<file path="src/hdl/qrr_pkg.sv">
// Shared constants, types and command codes for the rational quadratic root solver.
package qrr_pkg;

    localparam int COEF_WIDTH  = 16;
    localparam int NUM_WIDTH   = 18;
    localparam int DEN_WIDTH   = 17;
    localparam int STATUS_W    = 2;
    localparam int PROD_W      = 2 * COEF_WIDTH;
    localparam int DISC_W      = 2 * COEF_WIDTH + 3;
    localparam int SQ_W        = 2 * COEF_WIDTH + 2;
    localparam int MAG_W       = COEF_WIDTH + 1;
    localparam int NW          = MAG_W + 2;
    localparam int K_W         = $clog2(MAG_W + 1);
    localparam int CNT_W       = $clog2(MAG_W);
    localparam int IN_TDATA_W  = ((3 * COEF_WIDTH + 7) / 8) * 8;
    localparam int OUT_FIELD_W = 2 * NUM_WIDTH + 2 * DEN_WIDTH;
    localparam int OUT_TDATA_W = ((OUT_FIELD_W + 7) / 8) * 8;

    typedef enum logic [STATUS_W-1:0] {
        ST_OK, ST_A_ZERO, ST_DISC_NEG, ST_IRRATIONAL
    } t_status;

    typedef enum logic [3:0] {
        OP_NOP, OP_LOAD, OP_MUL_BB, OP_MUL_AC, OP_DISC, OP_SQRT,
        OP_ROOT, OP_GCD, OP_DIV_INIT, OP_DIV, OP_STORE
    } t_op;

    typedef struct packed {
        t_op  op;
        logic minus;
        logic den;
    } t_cmd;

    typedef struct packed {
        logic a_zero;
        logic disc_neg;
        logic sqrt_last;
        logic not_square;
        logic gcd_done;
        logic div_last;
    } t_dp_stat;

endpackage

</file>
<file path="src/hdl/qrr_dp.sv">
// Datapath: discriminant, bit-serial square root, binary gcd and restoring divider.
module qrr_dp import qrr_pkg::*; (
    input  logic                         i_clk,
    input  t_cmd                         i_cmd,
    input  logic signed [COEF_WIDTH-1:0] i_coef_a,
    input  logic signed [COEF_WIDTH-1:0] i_coef_b,
    input  logic signed [COEF_WIDTH-1:0] i_coef_c,
    output t_dp_stat                     o_stat,
    output logic signed [NUM_WIDTH-1:0]  o_plus_num,
    output logic        [DEN_WIDTH-1:0]  o_plus_den,
    output logic signed [NUM_WIDTH-1:0]  o_minus_num,
    output logic        [DEN_WIDTH-1:0]  o_minus_den
);

    logic signed [COEF_WIDTH-1:0] r_a, r_b, r_c;
    logic signed [PROD_W-1:0]     r_bb, r_ac;
    logic                         r_disc_neg;
    logic [SQ_W-1:0]              r_x, r_res, r_bit;
    logic [MAG_W-1:0]             r_mn, r_md, r_u, r_v, r_g, r_q;
    logic [K_W-1:0]               r_k;
    logic                         r_neg;
    logic [MAG_W:0]               r_rem;
    logic [CNT_W-1:0]             r_cnt;
    logic signed [NUM_WIDTH-1:0]  r_pn, r_mnum;
    logic [DEN_WIDTH-1:0]         r_pd, r_mden;

    logic signed [DISC_W-1:0] disc, ac_ext;
    logic [SQ_W-1:0]          sq_sum;
    logic signed [NW-1:0]     rr, nb, n, d;
    logic [MAG_W+1:0]         trial;
    logic [MAG_W:0]           shifted;
    logic signed [MAG_W:0]    qs, num;

    always_comb begin
        ac_ext  = DISC_W'(r_ac);
        disc    = DISC_W'(r_bb) - (ac_ext <<< 2);
        sq_sum  = r_res + r_bit;
        rr      = NW'(signed'({1'b0, r_res[MAG_W-1:0]}));
        nb      = -NW'(r_b);
        n       = i_cmd.minus ? (nb - rr) : (nb + rr);
        d       = NW'(r_a) <<< 1;
        shifted = {r_rem[MAG_W-1:0], r_q[MAG_W-1]};
        trial   = {1'b0, shifted} - {2'b00, r_g};
        qs      = signed'({1'b0, r_q});
        num     = r_neg ? -qs : qs;
    end

    always_ff @(posedge i_clk) begin
        case (i_cmd.op)
            OP_LOAD: begin
                r_a    <= i_coef_a;
                r_b    <= i_coef_b;
                r_c    <= i_coef_c;
                r_pn   <= '0;
                r_pd   <= '0;
                r_mnum <= '0;
                r_mden <= '0;
            end
            OP_MUL_BB: r_bb <= r_b * r_b;
            OP_MUL_AC: r_ac <= r_a * r_c;
            OP_DISC: begin
                r_disc_neg <= disc[DISC_W-1];
                r_x        <= disc[SQ_W-1:0];
                r_res      <= '0;
                r_bit      <= SQ_W'(1) << (SQ_W - 2);
            end
            OP_SQRT: begin
                if (r_x >= sq_sum) begin
                    r_x   <= r_x - sq_sum;
                    r_res <= (r_res >> 1) + r_bit;
                end else begin
                    r_res <= r_res >> 1;
                end
                r_bit <= r_bit >> 2;
            end
            OP_ROOT: begin
                r_mn  <= MAG_W'(n[NW-1] ? -n : n);
                r_md  <= MAG_W'(d[NW-1] ? -d : d);
                r_u   <= MAG_W'(n[NW-1] ? -n : n);
                r_v   <= MAG_W'(d[NW-1] ? -d : d);
                r_k   <= '0;
                r_neg <= n[NW-1] ^ d[NW-1];
            end
            OP_GCD: begin
                if (r_u == '0 || r_v == '0) begin
                    r_g <= (r_u | r_v) << r_k;
                end else if (!r_u[0] && !r_v[0]) begin
                    r_u <= r_u >> 1;
                    r_v <= r_v >> 1;
                    r_k <= r_k + K_W'(1);
                end else if (!r_u[0]) begin
                    r_u <= r_u >> 1;
                end else if (!r_v[0]) begin
                    r_v <= r_v >> 1;
                end else if (r_u >= r_v) begin
                    r_u <= r_u - r_v;
                end else begin
                    r_v <= r_v - r_u;
                end
            end
            OP_DIV_INIT: begin
                r_q   <= i_cmd.den ? r_md : r_mn;
                r_rem <= '0;
                r_cnt <= '0;
            end
            OP_DIV: begin
                if (!trial[MAG_W+1]) begin
                    r_rem <= trial[MAG_W:0];
                    r_q   <= {r_q[MAG_W-2:0], 1'b1};
                end else begin
                    r_rem <= shifted;
                    r_q   <= {r_q[MAG_W-2:0], 1'b0};
                end
                r_cnt <= r_cnt + CNT_W'(1);
            end
            OP_STORE: begin
                case ({i_cmd.minus, i_cmd.den})
                    2'b00:   r_pn   <= NUM_WIDTH'(num);
                    2'b01:   r_pd   <= DEN_WIDTH'(r_q);
                    2'b10:   r_mnum <= NUM_WIDTH'(num);
                    default: r_mden <= DEN_WIDTH'(r_q);
                endcase
            end
            default: ;
        endcase
    end

    assign o_stat.a_zero     = (r_a == '0);
    assign o_stat.disc_neg   = r_disc_neg;
    assign o_stat.sqrt_last  = (r_bit == SQ_W'(1));
    assign o_stat.not_square = (r_x != '0);
    assign o_stat.gcd_done   = (r_u == '0) || (r_v == '0);
    assign o_stat.div_last   = (r_cnt == CNT_W'(MAG_W - 1));
    assign o_plus_num  = r_pn;
    assign o_plus_den  = r_pd;
    assign o_minus_num = r_mnum;
    assign o_minus_den = r_mden;

endmodule

</file>
<file path="src/hdl/qrr_ctrl.sv">
// Controller: sequences the datapath through one item and reports its status.
module qrr_ctrl import qrr_pkg::*; (
    input  logic     i_clk,
    input  logic     i_rst_n,
    input  logic     i_valid,
    input  logic     i_out_free,
    input  t_dp_stat i_stat,
    output logic     o_ready,
    output logic     o_done,
    output t_status  o_status,
    output t_cmd     o_cmd
);

    typedef enum logic [3:0] {
        S_IDLE, S_MUL_BB, S_MUL_AC, S_DISC, S_CHK, S_SQRT, S_SQCHK, S_ROOT,
        S_GCD, S_DIVN_INIT, S_DIVN, S_STN, S_DIVD_INIT, S_DIVD, S_STD, S_FIN
    } t_state;

    t_state  r_state, n_state;
    t_status r_status, n_status;
    logic    r_minus, n_minus;

    always_comb begin
        n_state  = r_state;
        n_status = r_status;
        n_minus  = r_minus;
        o_cmd    = '{op: OP_NOP, minus: r_minus, den: 1'b0};
        case (r_state)
            S_IDLE: begin
                if (i_valid) begin
                    o_cmd.op = OP_LOAD;
                    n_state  = S_MUL_BB;
                end
            end
            S_MUL_BB: begin
                o_cmd.op = OP_MUL_BB;
                n_state  = S_MUL_AC;
            end
            S_MUL_AC: begin
                o_cmd.op = OP_MUL_AC;
                n_state  = S_DISC;
            end
            S_DISC: begin
                if (i_stat.a_zero) begin
                    n_status = ST_A_ZERO;
                    n_state  = S_FIN;
                end else begin
                    o_cmd.op = OP_DISC;
                    n_state  = S_CHK;
                end
            end
            S_CHK: begin
                if (i_stat.disc_neg) begin
                    n_status = ST_DISC_NEG;
                    n_state  = S_FIN;
                end else begin
                    n_state = S_SQRT;
                end
            end
            S_SQRT: begin
                o_cmd.op = OP_SQRT;
                if (i_stat.sqrt_last) n_state = S_SQCHK;
            end
            S_SQCHK: begin
                n_minus = 1'b0;
                if (i_stat.not_square) begin
                    n_status = ST_IRRATIONAL;
                    n_state  = S_FIN;
                end else begin
                    n_status = ST_OK;
                    n_state  = S_ROOT;
                end
            end
            S_ROOT: begin
                o_cmd.op = OP_ROOT;
                n_state  = S_GCD;
            end
            S_GCD: begin
                o_cmd.op = OP_GCD;
                if (i_stat.gcd_done) n_state = S_DIVN_INIT;
            end
            S_DIVN_INIT: begin
                o_cmd.op = OP_DIV_INIT;
                n_state  = S_DIVN;
            end
            S_DIVN: begin
                o_cmd.op = OP_DIV;
                if (i_stat.div_last) n_state = S_STN;
            end
            S_STN: begin
                o_cmd.op = OP_STORE;
                n_state  = S_DIVD_INIT;
            end
            S_DIVD_INIT: begin
                o_cmd.op  = OP_DIV_INIT;
                o_cmd.den = 1'b1;
                n_state   = S_DIVD;
            end
            S_DIVD: begin
                o_cmd.op = OP_DIV;
                if (i_stat.div_last) n_state = S_STD;
            end
            S_STD: begin
                o_cmd.op  = OP_STORE;
                o_cmd.den = 1'b1;
                if (r_minus) begin
                    n_state = S_FIN;
                end else begin
                    n_minus = 1'b1;
                    n_state = S_ROOT;
                end
            end
            S_FIN: begin
                if (i_out_free) n_state = S_IDLE;
            end
            default: n_state = S_IDLE;
        endcase
    end

    always_ff @(posedge i_clk) begin
        if (!i_rst_n) begin
            r_state  <= S_IDLE;
            r_status <= ST_OK;
            r_minus  <= 1'b0;
        end else begin
            r_state  <= n_state;
            r_status <= n_status;
            r_minus  <= n_minus;
        end
    end

    assign o_ready  = (r_state == S_IDLE);
    assign o_done   = (r_state == S_FIN) && i_out_free;
    assign o_status = r_status;

endmodule

</file>
<file path="src/hdl/quadratic_rational_roots.sv">
// Top level of the rational quadratic root solver: stream ports and output register.
//
// Slave channel: one transfer carries coef_a, coef_b, coef_c (16-bit two's
// complement each). Master channel: one transfer per input with the status
// in tuser and the four reduced root fields in tdata.
// An item with a zero a or a negative discriminant ends before the square
// root, and one with an irrational root ends right after it. Rational roots
// take 17 square-root steps, then per root a binary gcd and two 17-step
// restoring divisions, all in one shared datapath.
// Throughput: one item at a time; a new item is taken in the cycle after the
// previous result has moved into the output register.
// Reset clears the controller and the output valid; no clearing pass.
// When the receiver stalls, the result holds in the output register and the
// next item is accepted and computed; it waits at its end until the register
// frees.
module quadratic_rational_roots import qrr_pkg::*; (
    input  logic                   i_clk,
    input  logic                   i_rst_n,
    input  logic                   i_s_axis_tvalid,
    output logic                   o_s_axis_tready,
    // coef_a, coef_b, coef_c
    input  logic [IN_TDATA_W-1:0]  i_s_axis_tdata,
    output logic                   o_m_axis_tvalid,
    input  logic                   i_m_axis_tready,
    // plus_numerator, plus_denominator, minus_numerator, minus_denominator, pad
    output logic [OUT_TDATA_W-1:0] o_m_axis_tdata,
    // status
    output logic [STATUS_W-1:0]    o_m_axis_tuser
);

    t_cmd                        cmd;
    t_dp_stat                    stat;
    t_status                     status;
    logic                        done, out_free;
    logic signed [NUM_WIDTH-1:0] pn, mn;
    logic        [DEN_WIDTH-1:0] pd, md;

    logic                   r_out_valid;
    logic [OUT_TDATA_W-1:0] r_out_data;
    logic [STATUS_W-1:0]    r_out_user;

    assign out_free = !r_out_valid || i_m_axis_tready;

    qrr_ctrl u_ctrl (
        .i_clk      (i_clk),
        .i_rst_n    (i_rst_n),
        .i_valid    (i_s_axis_tvalid),
        .i_out_free (out_free),
        .i_stat     (stat),
        .o_ready    (o_s_axis_tready),
        .o_done     (done),
        .o_status   (status),
        .o_cmd      (cmd)
    );

    qrr_dp u_dp (
        .i_clk       (i_clk),
        .i_cmd       (cmd),
        .i_coef_a    (i_s_axis_tdata[COEF_WIDTH-1:0]),
        .i_coef_b    (i_s_axis_tdata[2*COEF_WIDTH-1:COEF_WIDTH]),
        .i_coef_c    (i_s_axis_tdata[3*COEF_WIDTH-1:2*COEF_WIDTH]),
        .o_stat      (stat),
        .o_plus_num  (pn),
        .o_plus_den  (pd),
        .o_minus_num (mn),
        .o_minus_den (md)
    );

    always_ff @(posedge i_clk) begin
        if (!i_rst_n) begin
            r_out_valid <= 1'b0;
        end else if (done) begin
            r_out_valid <= 1'b1;
        end else if (i_m_axis_tready) begin
            r_out_valid <= 1'b0;
        end
    end

    always_ff @(posedge i_clk) begin
        if (done) begin
            r_out_data <= OUT_TDATA_W'({md, mn, pd, pn});
            r_out_user <= status;
        end
    end

    assign o_m_axis_tvalid = r_out_valid;
    assign o_m_axis_tdata  = r_out_data;
    assign o_m_axis_tuser  = r_out_user;

endmodule

</file>
<file path="config.mk">
export PLATFORM = sky130hd
export DESIGN_NAME = quadratic_rational_roots
export DESIGN_NICKNAME = d
export VERILOG_FILES = /design/src/hdl/qrr_pkg.sv /design/src/hdl/qrr_dp.sv /design/src/hdl/qrr_ctrl.sv /design/src/hdl/quadratic_rational_roots.sv
export SDC_FILE = /design/constraint.sdc
export NUM_CORES = 2
export LEC_CHECK = 0
export ABC_CLOCK_PERIOD_IN_PS = 12000
export BUFFER_PORTS_ARGS = -buffer_cell sky130_fd_sc_hd__buf_2
export CAP_MARGIN = 25
export CORE_ASPECT_RATIO = 0.75
export CORE_UTILIZATION = 61
export DETAILED_ROUTE_END_ITERATION = 10
export PLACE_DENSITY = 0.77
export SYNTH_ARGS = -nofsm -noshare
export SYNTH_HDL_FRONTEND = slang
export SYNTH_SLANG_ARGS = --single-unit
</file>
<file path="constraint.sdc">
create_clock -name i_clk -period 12 [get_ports i_clk]
set_clock_uncertainty 0.1 [all_clocks]
set_input_delay 1.2 -clock i_clk [delete_from_list [all_inputs] [get_ports i_clk]]
set_output_delay 1.2 -clock i_clk [all_outputs]
set_load 0.1 [all_outputs]
</file>
# --- Yosys cells after proc, flatten, opt, wreduce, memory -nomap -nowiden ---
# Cells that the tools add are included.
word_totals:
  output_inout_bits: 76
  register_bits: 495
  input_bits: 52
  wordCells: 199
op_classes:
  reduce_logical: 38
  n_mux: 60
  multipliers: 2
  bitwise_logic: 2
  n_addsub: 15
  eq_ne: 48
  shift: 1
  magnitude_cmp: 2
op_table:
  columns: ["cell", "count"]
  rows:
  - ["two-way mux 17 bit", 16]
  - ["case mux 17 bit (2 select lines)", 6]
  - ["case mux 34 bit (2 select lines)", 3]
  - ["case mux 18 bit (2 select lines)", 2]
  - ["two-way mux 34 bit", 2]
  - ["multiplier 16 x 16 -> 32 bit", 2]
  - ["case mux 4 bit (16 select lines)", 1]
  - ["two-way mux 18 bit", 3]
  - ["equality test 4 bit, second input constant", 11]
  - ["two-way mux 4 bit", 10]
  - ["case mux 4 bit (10 select lines)", 1]
  - ["subtractor 32 x 34 -> 35 bit", 1]
  - ["adder 33 x 34 -> 34 bit", 1]
  - ["adder 34 bit", 1]
  - ["equality test 34 x 1 -> 1 bit, second input constant", 1]
  - ["greater-or-equal comparator 34 bit", 1]
  - ["zero test 17 bit", 2]
  - ["negator 17 bit", 2]
  - ["nonzero test 34 bit", 1]
  - ["subtractor 17 bit", 2]
  - ["subtractor 34 bit", 1]
  - ["equality test 4 x 3 -> 1 bit, second input constant", 8]
  - ["case mux 5 bit (2 select lines)", 2]
  - ["adder 19 x 18 -> 19 bit", 1]
  - ["39 further kinds", 87]

# --- Logic depth before layout (Yosys ltp) ---
logic_depth:
  ltp_word: 7
  mapped_depth: 27
  depth_no_buf: 25

# --- Modules after synthesis ---
# A second synthesis with hierarchy kept.
hier_totals:
  hier_cells: 4720
  hier_area_um2: 47160.2
by_module_without_submodules:
  columns: ["module", "area_per_inst_um2", "cells_each", "n_inst"]
  rows:
  - ["qrr_dp", 44276.2, 4553, 1]
  - ["quadratic_rational_roots", 2229.6, 79, 1]
  - ["qrr_ctrl", 654.4, 88, 1]

# --- Worst setup path before layout ---
# Ideal clock, no wire load.
synth_path:
  path_kind: "register -> register"
  from: "register u_dp.r_b[9]"
  to: "register u_dp.r_bb[30], data pin"
  setup_ns: 0.258
  arrival_ns: 6.354
  path_buffers: 2
  path_slack_ns: 5.289
  path_stages_with_launch: 26
  path_cell_list: "edfxtp_1 -> clkbuf_1 -> clkbuf_1 -> nand2_1 -> inv_1 -> fa_1 -> inv_1 -> fa_1 -> fa_1 -> fa_1 -> inv_1 -> fa_1 -> inv_1 -> fa_1 -> inv_1 -> ha_1 -> a2111oi_0 -> o21ai_0 -> or3b_2 -> o41ai_1 -> o22ai_1 -> a211oi_1 -> a211o_1 -> a211o_1 -> a21oi_1 -> xnor2_1"
synth_between:
  elab_chain_cells: 1
synth_lines:
  columns: ["item", "line_no", "source"]
  rows:
  - ["start, declared", "qrr_dp.sv:15", "logic signed [COEF_WIDTH-1:0] r_a, r_b, r_c;"]
  - ["start signal, assigned", "qrr_dp.sv:52", "r_b <= i_coef_b;"]
  - ["multiplier 16 x 16 -> 32 bit", "qrr_dp.sv:59", "OP_MUL_BB: r_bb <= r_b * r_b;"]
  - ["end signal, assigned", "qrr_dp.sv:59", null]
  - ["end, declared", "qrr_dp.sv:16", "logic signed [PROD_W-1:0] r_bb, r_ac;"]
# No other way between the ends.
# A chain may end at the register's enable or synchronous reset.

# --- Final worst setup path ---
layout_path:
  from: "register u_dp.r_b[15]"
  to: "register u_dp.r_bb[30], data pin"
# Same word-level chain as after synthesis.

==> impl_metrics.py <==
metrics = {
    "run_status": {
        "status": "finished, violations left",
        "violations": "DRC",
    },
    "worst_setup_path": {
        "path_delay_family": "adder cells",
        "cp-start-kind": "flop",
        "cp_max_fo": 21,
        "slowest_stage": "edfxtp_1",
        "cpPeakStageDelay_ns": 0.85,
        "end_kind": "flop",
        "path_buf_inv": 5,
        "critPathKind": "flop to flop",
        "cpMostUsedCell": "fa_1",
        "required_ns": 12.29,
        "cp_data_arrival_time_ns": 8.28,
        "cp_cell_sequence": "clkinv_1 -> nor2_1 -> fa_1 -> inv_1 -> fa_1 -> fa_1 -> inv_1 -> fa_1 -> fa_1 -> inv_1 -> fa_1 -> inv_1 -> ha_1 -> a21oi_1 -> o21ai_0 -> or3_1 -> o22ai_1 -> a211oi_1 -> a211o_1 -> a211o_1 -> a21oi_1 -> xnor2_1",
    },
    "drt": {
        "wl_per_cell_um": 19.92,
        "via_count": 34700,
        "drtIter0Drc": 3638,
        "drc": 2,
        "ant_nets": 0,
        "dr.pass1.iters": 9,
        "totalWireLength_um": 117000,
        "routed_via_density": 5.906,
    },
    "cts": {
        "cts_resized": 0,
        "postCtsSetupRepairBufs": 0,
        "clk_latency_ns": 0.65,
        "cts_buffers": 51,
        "cts_max_path_buffers": 3,
        "path_clk_slew_ns": 0.07,
        "ctsHtreeMaxLevel": 2,
        "cts_root_buf": "clkbuf_16",
        "cts_tree": "yes",
        "cts.sinks": 476,
        "cts_hold_buf": 0,
    },
    "yosys": {
        "synth_mux_area_share_pct": 1.521,
        "syn_area_um2": 47300,
        "synth_fa_ha_area_share_pct": 30.98,
        "synth_seq_cells": 476,
        "ys.flop_type": "edfxtp_1",
        "ys_warn_count": 0,
        "yosys.area_share.simple_pct": 13.49,
        "ys_top_cells_by_area": "edfxtp_1 30%, fa_1 21%, ha_1 9.6%, inv_1 6.0%, xnor2_1 3.5%",
        "syn_inst": 4760,
        "synth-compound-area-share_pct": 10.68,
        "syn_avg_cell_area_um2": 9.937,
        "yosysTopAreaCell": "edfxtp_1",
        "synth_xor_area_share_pct": 5.830,
        "yosysTopAreaCellShare_pct": 29.71,
        "ys_seq_area_share_pct": 30.05,
        "ys_types": 88,
        "synth_top_family_by_area": "adder cells",
        "synth_edf_count": 468,
        "ys_async_sr_fraction_pct": 0,
    },
    "global_route": {
        "grt_pass1_wl_um": 186600,
        "grt_max_degree": 73,
        "first_global_vias": 33770,
        "antenna_found_initial": 2,
        "gr-total-overflow": 0,
        "grt_util_all_layers_pct": 30.34,
    },
    "run": {
        "cap_violations": 0,
    },
    "finish": {
        "seqCellArea_um2": 14210,
        "multi_input_area_um2": 29630,
        "syn2layout_area_growth_pct": 7.248,
        "drive_gt1_share_pct": 6.613,
        "n_fill_cell": 6023,
        "layout.nets": 5719,
    },
    "sta": {
        "relSlewSlack_pct": 24.91,
        "tns_ns": 0,
        "hold_viol": 0,
        "drv_slew": 0,
        "setup_violations": 0,
        "min_period_ns": 7.989,
        "post-route-period-util_pct": 66.57,
        "rsz0062_at_grt": "false",
        "fmax_ghz": 0.1252,
        "tightestPinTransition_ns": 1.126,
    },
    "die": {
        "die_h_um": 243.2,
        "initial_core_util_pct": 61.54,
        "die-area_um2": 78670,
        "fp.coreArea_um2": 76850,
        "fp.dieW_um": 323.5,
        "fp-row-count": 88,
        "ios": 128,
    },
    "min_path": {
        "min_path_type": "flop to flop",
    },
    "placed_design": {
        "portBuffers": 125,
        "dp_hpwl_um": 90110,
        "gp_congestion": 0.9737,
    },
}
-- stage by stage --
stage          util, %  setup slack, ns  std cells  area [um2]  hold slack, ns
3_5_place_dp     63.57            4.073       5777       48850          0.3045
3_3_place_gp     63.55            4.287       5776       48840          0.3008
4_1_cts          65.87            4.061       5870       50630          0.3139
5_1_grt          66.00            3.597       5874       50720          0.3230
2_1_floorplan        -            5.289       4761       47300          0.3003
6_report         66.01            4.011       5875       50730          0.3144
-- layout make-up --
type / count / share of cell area (%)
flip-flops and latches: 476 / 28.02
multi-input cells: 3352 / 58.40
repair buffers: 162 / 1.929
inverters: 756 / 5.594
diodes: 1 / 0.004933
well taps: 1035 / 2.553
clock buffers: 55 / 2.587
clock inverters: 38 / 0.9101
-- cell usage after synthesis, types with 7 or more instances --
| cell | n |
|---|---|
| inv_1 | 751 |
| fa_1 | 505 |
| edfxtp_1 | 468 |
| nor2_1 | 376 |
| nand2_1 | 366 |
| ha_1 | 363 |
| a21oi_1 | 246 |
| and2_1 | 191 |
| xnor2_1 | 190 |
| clkbuf_1 | 154 |
| o21ai_0 | 148 |
| xor2_1 | 118 |
| nor3_1 | 66 |
| a21o_1 | 64 |
| nand3_1 | 53 |
| a31oi_1 | 51 |
| a211oi_1 | 49 |
| mux2i_1 | 46 |
| and3_1 | 44 |
| nor2b_1 | 44 |
| nand2b_1 | 38 |
| nor4_1 | 33 |
| or3_1 | 32 |
| o21bai_1 | 31 |
| o21a_1 | 27 |
| nand4_1 | 23 |
| o31ai_1 | 17 |
| o211ai_1 | 16 |
| or2_2 | 15 |
| a211o_1 | 13 |
| a31o_2 | 13 |
| nor3b_1 | 12 |
| buf_2 | 11 |
| buf_1 | 10 |
| mux4_2 | 10 |
| o22ai_1 | 10 |
| o41ai_1 | 10 |
| a221oi_1 | 9 |
| a21boi_0 | 8 |
| dfxtp_1 | 8 |
| a221o_1 | 7 |
| nand3b_1 | 7 |
| or4_1 | 7 |
-- cell families (layout without fill, tap and decap cells) --
group,Yosys count,in the layout
AND/OR/NAND/NOR,1325,1325
adder cells (fa/ha/maj),868,868
flip-flops,476,476
AO/OA/AOI/OAI,787,787
other,1,3
buffers and inverters,933,1011
XOR/XNOR,311,311
multiplexers,59,59
-- layout by cell type (no fill, tap or decap), types with 12 or more instances in the layout --
cell type    n
xor2_1     118
and2_1     191
a21o_1      64
nand4_1     23
buf_4       32
a31o_2      13
o211ai_1    16
nand3_1     53
a21oi_1    245
fa_1       505
nand2b_1    38
nor4_1      33
a211oi_1    49
or2_2       15
buf_2      125
mux2i_1     46
or3_1       32
nor2_1     374
clkbuf_16   52
a31oi_1     51
inv_1      750
o21a_1      27
ha_1       363
and3_1      44
o31ai_1     16
nor2b_1     43
nand2_1    364
nor3_1      64
a211o_1     13
o21ai_0    147
edfxtp_1   468
xnor2_1    190
nor3b_1     12
o21bai_1    31
-- state kept, by name, summed over array words and instances (netlist names), 18 cells and up --
register / cells
u_dp.r_x: 34
u_dp.o_plus_num: 18
u_dp.o_minus_num: 18
u_dp.r_ac: 32
u_dp.r_bb: 31
o_m_axis_tdata: 70
u_dp.r_res: 34
-- worst paths after layout --
kind                      startpoint            endpoint  slack [ns]  depth (start not counted)
setup reg to reg        u_dp.r_b[15]       u_dp.r_bb[30]        4.01                         22
setup / recovery        u_dp.r_b[15]       u_dp.r_bb[30]        4.01                         22
hold reg to reg   u_dp.o_plus_den[0]  o_m_axis_tdata[18]        0.31                          0
hold / removal    u_dp.o_plus_den[0]  o_m_axis_tdata[18]        0.31                          0
-- worst register-to-register path, cell delays in order (launching register included) --
cell and delay (ns):
edfxtp_1 0.85, clkinv_1 0.73, nor2_1 0.55, fa_1 0.47, inv_1 0.09, fa_1 0.42, fa_1 0.52, inv_1 0.06
fa_1 0.49, fa_1 0.49, inv_1 0.05, fa_1 0.47, inv_1 0.05, ha_1 0.34, a21oi_1 0.18, o21ai_0 0.15
or3_1 0.33, o22ai_1 0.35, a211oi_1 0.16, a211o_1 0.35, a211o_1 0.27, a21oi_1 0.17, xnor2_1 0.08
-- metal layers --
| metal | track usage, % | up-vias | wire length (um) |
|---|---|---|---|
| met5 | 0 | - | 0 |
| met4 | 8.158 | 0 | 3004 |
| met3 | 5.465 | 173 | 11750 |
| met2 | 45.25 | 1695 | 51450 |
| met1 | 45.58 | 16850 | 50820 |
| li1 | - | 15980 | - |
Power is not shown: default switching activity piles up to over one toggle a cycle in this logic, so the estimate is an artifact.
